==> config.mk <==
export PLATFORM = sky130hd
export DESIGN_NAME = tsog_ctrl
export DESIGN_NICKNAME = d
export VERILOG_FILES = /design/src/tsog_pkg.sv /design/src/tsog_ctrl.sv
export SDC_FILE = /design/constraint.sdc
export NUM_CORES = 1
export LEC_CHECK = 0
export ABC_AREA = 1
export BUFFER_PORTS_ARGS = -buffer_cell sky130_fd_sc_hd__buf_4
export CAP_MARGIN = 15
export CORE_AREA = 2 2 39 41
export DETAILED_ROUTE_END_ITERATION = 10
export DIE_AREA = 0 0 41 43
export GPL_ROUTABILITY_DRIVEN = 1
export HOLD_SLACK_MARGIN = 0.12
export PLACE_DENSITY = 0.44
export SLEW_MARGIN = 20
export SYNTH_ARGS = -nofsm -noshare
export SYNTH_HDL_FRONTEND = slang
export SYNTH_SLANG_ARGS = --single-unit
==> constraint.sdc <==
create_clock -name clk -period 1.6 [get_ports clk]
set_input_delay 0.08 -clock clk [delete_from_list [all_inputs] [get_ports clk]]
set_output_delay 0.08 -clock clk [all_outputs]
set_load 0.02 [all_outputs]
==> src/tsog_pkg.sv <==
package tsog_pkg;

  localparam int INST_W      = 4;
  localparam int PRICE_W     = 32;
  localparam int IN_TDATA_W  = 40;
  localparam int OUT_TDATA_W = 40;
  localparam int OUT_TUSER_W = 4;
  localparam int CFG_IDX_W   = 2;
  localparam int CFG_DATA_W  = 16;

  localparam logic [CFG_IDX_W-1:0] CFG_BAND_SIGMAS  = 2'd0;
  localparam logic [CFG_IDX_W-1:0] CFG_DEV_PERCENT  = 2'd1;
  localparam logic [CFG_IDX_W-1:0] CFG_PRICE_OFFSET = 2'd2;

  localparam logic [3:0]  BAND_RST = 4'd2;
  localparam logic [6:0]  DEV_RST  = 7'd10;
  localparam logic [15:0] OFS_RST  = 16'd100;

  localparam int PCT_SCALE   = 100;
  localparam int DEV_MIN_CNT = 5;
  localparam int MOM_MIN_CNT = 3;

  typedef enum logic [3:0] {
    ST_IDLE, ST_META, ST_SUM, ST_PREP1, ST_PREP2, ST_SQS_LO, ST_SQS_HI,
    ST_VAR, ST_SQD_LO, ST_SQD_HI, ST_KV, ST_DECIDE, ST_EMIT
  } ctrl_state_t;

  typedef enum logic [3:0] {
    OP_NONE, OP_CAPTURE, OP_COMMIT, OP_ISSUE, OP_PREP1, OP_PREP2, OP_SQS_LO,
    OP_SQS_HI, OP_VAR, OP_SQD_LO, OP_SQD_HI, OP_KV, OP_DECIDE, OP_LOAD
  } dp_op_t;

  typedef struct packed {
    dp_op_t op;
  } dp_cmd_t;

  typedef struct packed {
    logic inst_ok;
    logic sum_done;
    logic has_result;
    logic out_free;
  } dp_status_t;

endpackage

==> src/tsog_ctrl.sv <==
module tsog_ctrl (
  input  logic                 clk,
  input  logic                 rst_n,
  input  logic                 in_tvalid,
  output logic                 in_tready,
  input  tsog_pkg::dp_status_t st,
  output tsog_pkg::dp_cmd_t    cmd
);
  import tsog_pkg::*;

  ctrl_state_t state_r, state_nxt;

  always_ff @(posedge clk) begin
    if (!rst_n) begin
      state_r <= ST_IDLE;
    end else begin
      state_r <= state_nxt;
    end
  end

  always_comb begin
    state_nxt = state_r;
    unique case (state_r)
      ST_IDLE:   if (in_tvalid && st.inst_ok) state_nxt = ST_META;
      ST_META:   state_nxt = ST_SUM;
      ST_SUM:    if (st.sum_done) state_nxt = ST_PREP1;
      ST_PREP1:  state_nxt = ST_PREP2;
      ST_PREP2:  state_nxt = ST_SQS_LO;
      ST_SQS_LO: state_nxt = ST_SQS_HI;
      ST_SQS_HI: state_nxt = ST_VAR;
      ST_VAR:    state_nxt = ST_SQD_LO;
      ST_SQD_LO: state_nxt = ST_SQD_HI;
      ST_SQD_HI: state_nxt = ST_KV;
      ST_KV:     state_nxt = ST_DECIDE;
      ST_DECIDE: state_nxt = ST_EMIT;
      ST_EMIT:   if (!st.has_result || st.out_free) state_nxt = ST_IDLE;
      default:   state_nxt = ST_IDLE;
    endcase
  end

  always_comb begin
    in_tready = 1'b0;
    cmd.op    = OP_NONE;
    unique case (state_r)
      ST_IDLE: begin
        in_tready = 1'b1;
        if (in_tvalid) cmd.op = OP_CAPTURE;
      end
      ST_META:   cmd.op = OP_COMMIT;
      ST_SUM:    cmd.op = OP_ISSUE;
      ST_PREP1:  cmd.op = OP_PREP1;
      ST_PREP2:  cmd.op = OP_PREP2;
      ST_SQS_LO: cmd.op = OP_SQS_LO;
      ST_SQS_HI: cmd.op = OP_SQS_HI;
      ST_VAR:    cmd.op = OP_VAR;
      ST_SQD_LO: cmd.op = OP_SQD_LO;
      ST_SQD_HI: cmd.op = OP_SQD_HI;
      ST_KV:     cmd.op = OP_KV;
      ST_DECIDE: cmd.op = OP_DECIDE;
      ST_EMIT:   if (st.has_result && st.out_free) cmd.op = OP_LOAD;
      default:   cmd.op = OP_NONE;
    endcase
  end

endmodule

==> metrics.txt <==
CTS tree yes; Max-slew headroom 0.864; largest registers state_r x4; Inst Count DP 69; Post-Synthesis Cell Area 255 sq um; final count of pins violating max slew 0; R2R Path End state_r[0]; met2 usage 0.116; Post-synth EDFFs 0; worst clock skew 0.00243 ns; Vias/cell 3.88; crit path time final 1.33 ns; synth unique cells 12; Largest Register state_r; drt pass-1 iters 2; slew at the pin with the worst max-slew slack 0.204 ns; commonest cells in the synthesized netlist inv_1 (7), nor2_1 (7), nand3_1 (5); initial core utilization 0.184; setup_tns 0 ns; vias in the first global route 268; Final WS setup 0.269 ns; initial antenna violation count 0; DR DRC count 0; Worst VDD drop 0.342 mV; Yosys top cell by area dfxtp_1; worst-skew pair later-pin latency 0.23 ns; Ports 12; Routed WL 583 microns; Hold Path Class in2reg; CP required 1.52 ns; Area contributors post-synth dfxtp_1 (31%), inv_1 (10%), nor2_1 (10%); largest net degree at the start of global routing 6; CTS Sinks 4; Placement Rows 14; Root Buffer clkbuf_4; Yosys top cell area share 0.314; Remaining Overflow, GRT 0; Yosys reg bits 4; total die area 0.00176 sq mm; FMAX 0.751 GHz; GRT Total Usage 0.0803; Die Y 43 microns; Power Dens Cells 1070 mW/mm^2; R2R Setup Slk 0.67 ns; die width 41 microns; Crit. End Element primary output; Final HPWL DP 487 microns; register area share after synthesis 0.314; Final Wtd Congestion 0.625; reg2reg path depth 5; grt peak-use layer met2; Iteration-0 DRC Markers 1; clk buf depth 2; WL/cell 7.99 microns; YS warnings 0; grt met1 use 0.0900; Post-synth ARST share 0; layout cells sized above 1 0.368; Final ANT Viol Nets 0; Worst Hold Depth 4; Area Growth Syn to Fin 52.9%; Max FO, Critical Path 5; min-delay src st[0]; H-tree depth 1; fin cells 73; RSZ-0062 raised after global routing false; RR Startpoint state_r[3]; Crit. Startpoint state_r[3]; Mean Syn Cell Area 6.08 sq um; Largest register FFs 4; nets 66; total core area 0.00138 sq mm; first-pass GRT wire length 945 microns; Vias 283; ANT cells 0; max_cap viols 0; kind of critical path reg2out; syn_nets 49; setup slack at placement 0.509 ns; crit path to cmd[0]; Pwr Total 418 uW; post-CTS setup repair buffer count 0; Hold Violations, Final 0; Tcrit/Tclk final 0.832; Final Util 0.282; final setup fails 0; IO buf count 11; cell count after synthesis 42; clk slew on worst S/H paths 0.04 ns; leakage power 0.000208 uW; TritonCTS buffer count 3; run status completed; Critical Path Start Type flip-flop; top_reg_cell synth dfxtp_1; M3 GR Usage 0.0314; Worst EP arrival 1.25 ns
logic make-up after synthesis:
logic type | count (synthesis) | share of synthesized area
simple gates | 23 | 0.431
buf+inv | 8 | 0.118
compound gates | 7 | 0.137
flops | 4 | 0.314
report_power, final:
part           leakage, uW  switching (uW)  internal (uW)
Combinational     0.000162            94.9           75.0
Clock            0.0000138            38.4           83.7
Sequential       0.0000327            14.6            111
Total             0.000208             148            270
routing by layer:
layer / vias to the layer above / wire, microns / part of all wire
met5: - / 0 / 0
met4: 0 / 0 / 0
li1: 162 / - / -
met3: 0 / 66 / 0.11
met2: 11 / 239 / 0.41
met1: 110 / 276 / 0.47
stage by stage:
step / hold slack (ns) / area, sq um
3_5_place_dp: 0.348 / 358
3_3_place_gp: 0.349 / 358
4_1_cts: 0.157 / 390
2_1_floorplan: 0.242 / 255
6_report: 0.162 / 390
5_1_grt: 0.186 / 390
timing repair:
| item | in CTS | in global routing |
|---|---|---|
| endpoints found under the hold margin | 3 | 0 |
| resized for setup | 0 | 0 |
| hold buffers | 1 | 0 |
| endpoints found under the setup margin | 0 | 0 |
placed cells by master, fill, tap and decap left out:
| cell | instances |
|---|---|
| a21oi_1 | 3 |
| buf_4 | 11 |
| clkbuf_4 | 3 |
| dfxtp_1 | 4 |
| dlygate4sd3_1 | 1 |
| inv_1 | 7 |
| inv_2 | 1 |
| nand2_1 | 4 |
| nand2_2 | 4 |
| nand3_1 | 5 |
| nand4_1 | 1 |
| nor2_1 | 7 |
| nor2_2 | 2 |
| o21ai_0 | 2 |
| o21ai_1 | 2 |
worst min-delay path by stage:
| stage | end | slack (ns) |
|---|---|---|
| 6_report | state_r[3] | 0.16 |
| 5_1_grt | state_r[2] | 0.19 |
| 4_1_cts | state_r[3] | 0.16 |
| 3_5_place_dp | state_r[1] | 0.35 |
| 3_3_place_gp | state_r[0] | 0.35 |
| 2_1_floorplan | state_r[0] | 0.24 |
area by class of cell:
type / instances / area (sq um)
flip-flops and latches: 4 / 80.1
clock buffers: 3 / 22.5
repair buffers: 12 / 92.6
multi-input cells: 30 / 145
fillers: 160 / 993
well taps: 16 / 20.0
inverters: 8 / 30.0
worst max-delay path, cell delays in order (launching register included):
cell and delay [ns]:
dfxtp_1 0.34, nor2_1 0.18, inv_1 0.08, o21ai_0 0.17
nand3_1 0.09, buf_4 0.16
No activity file was read; power rests on OpenSTA's default activity.
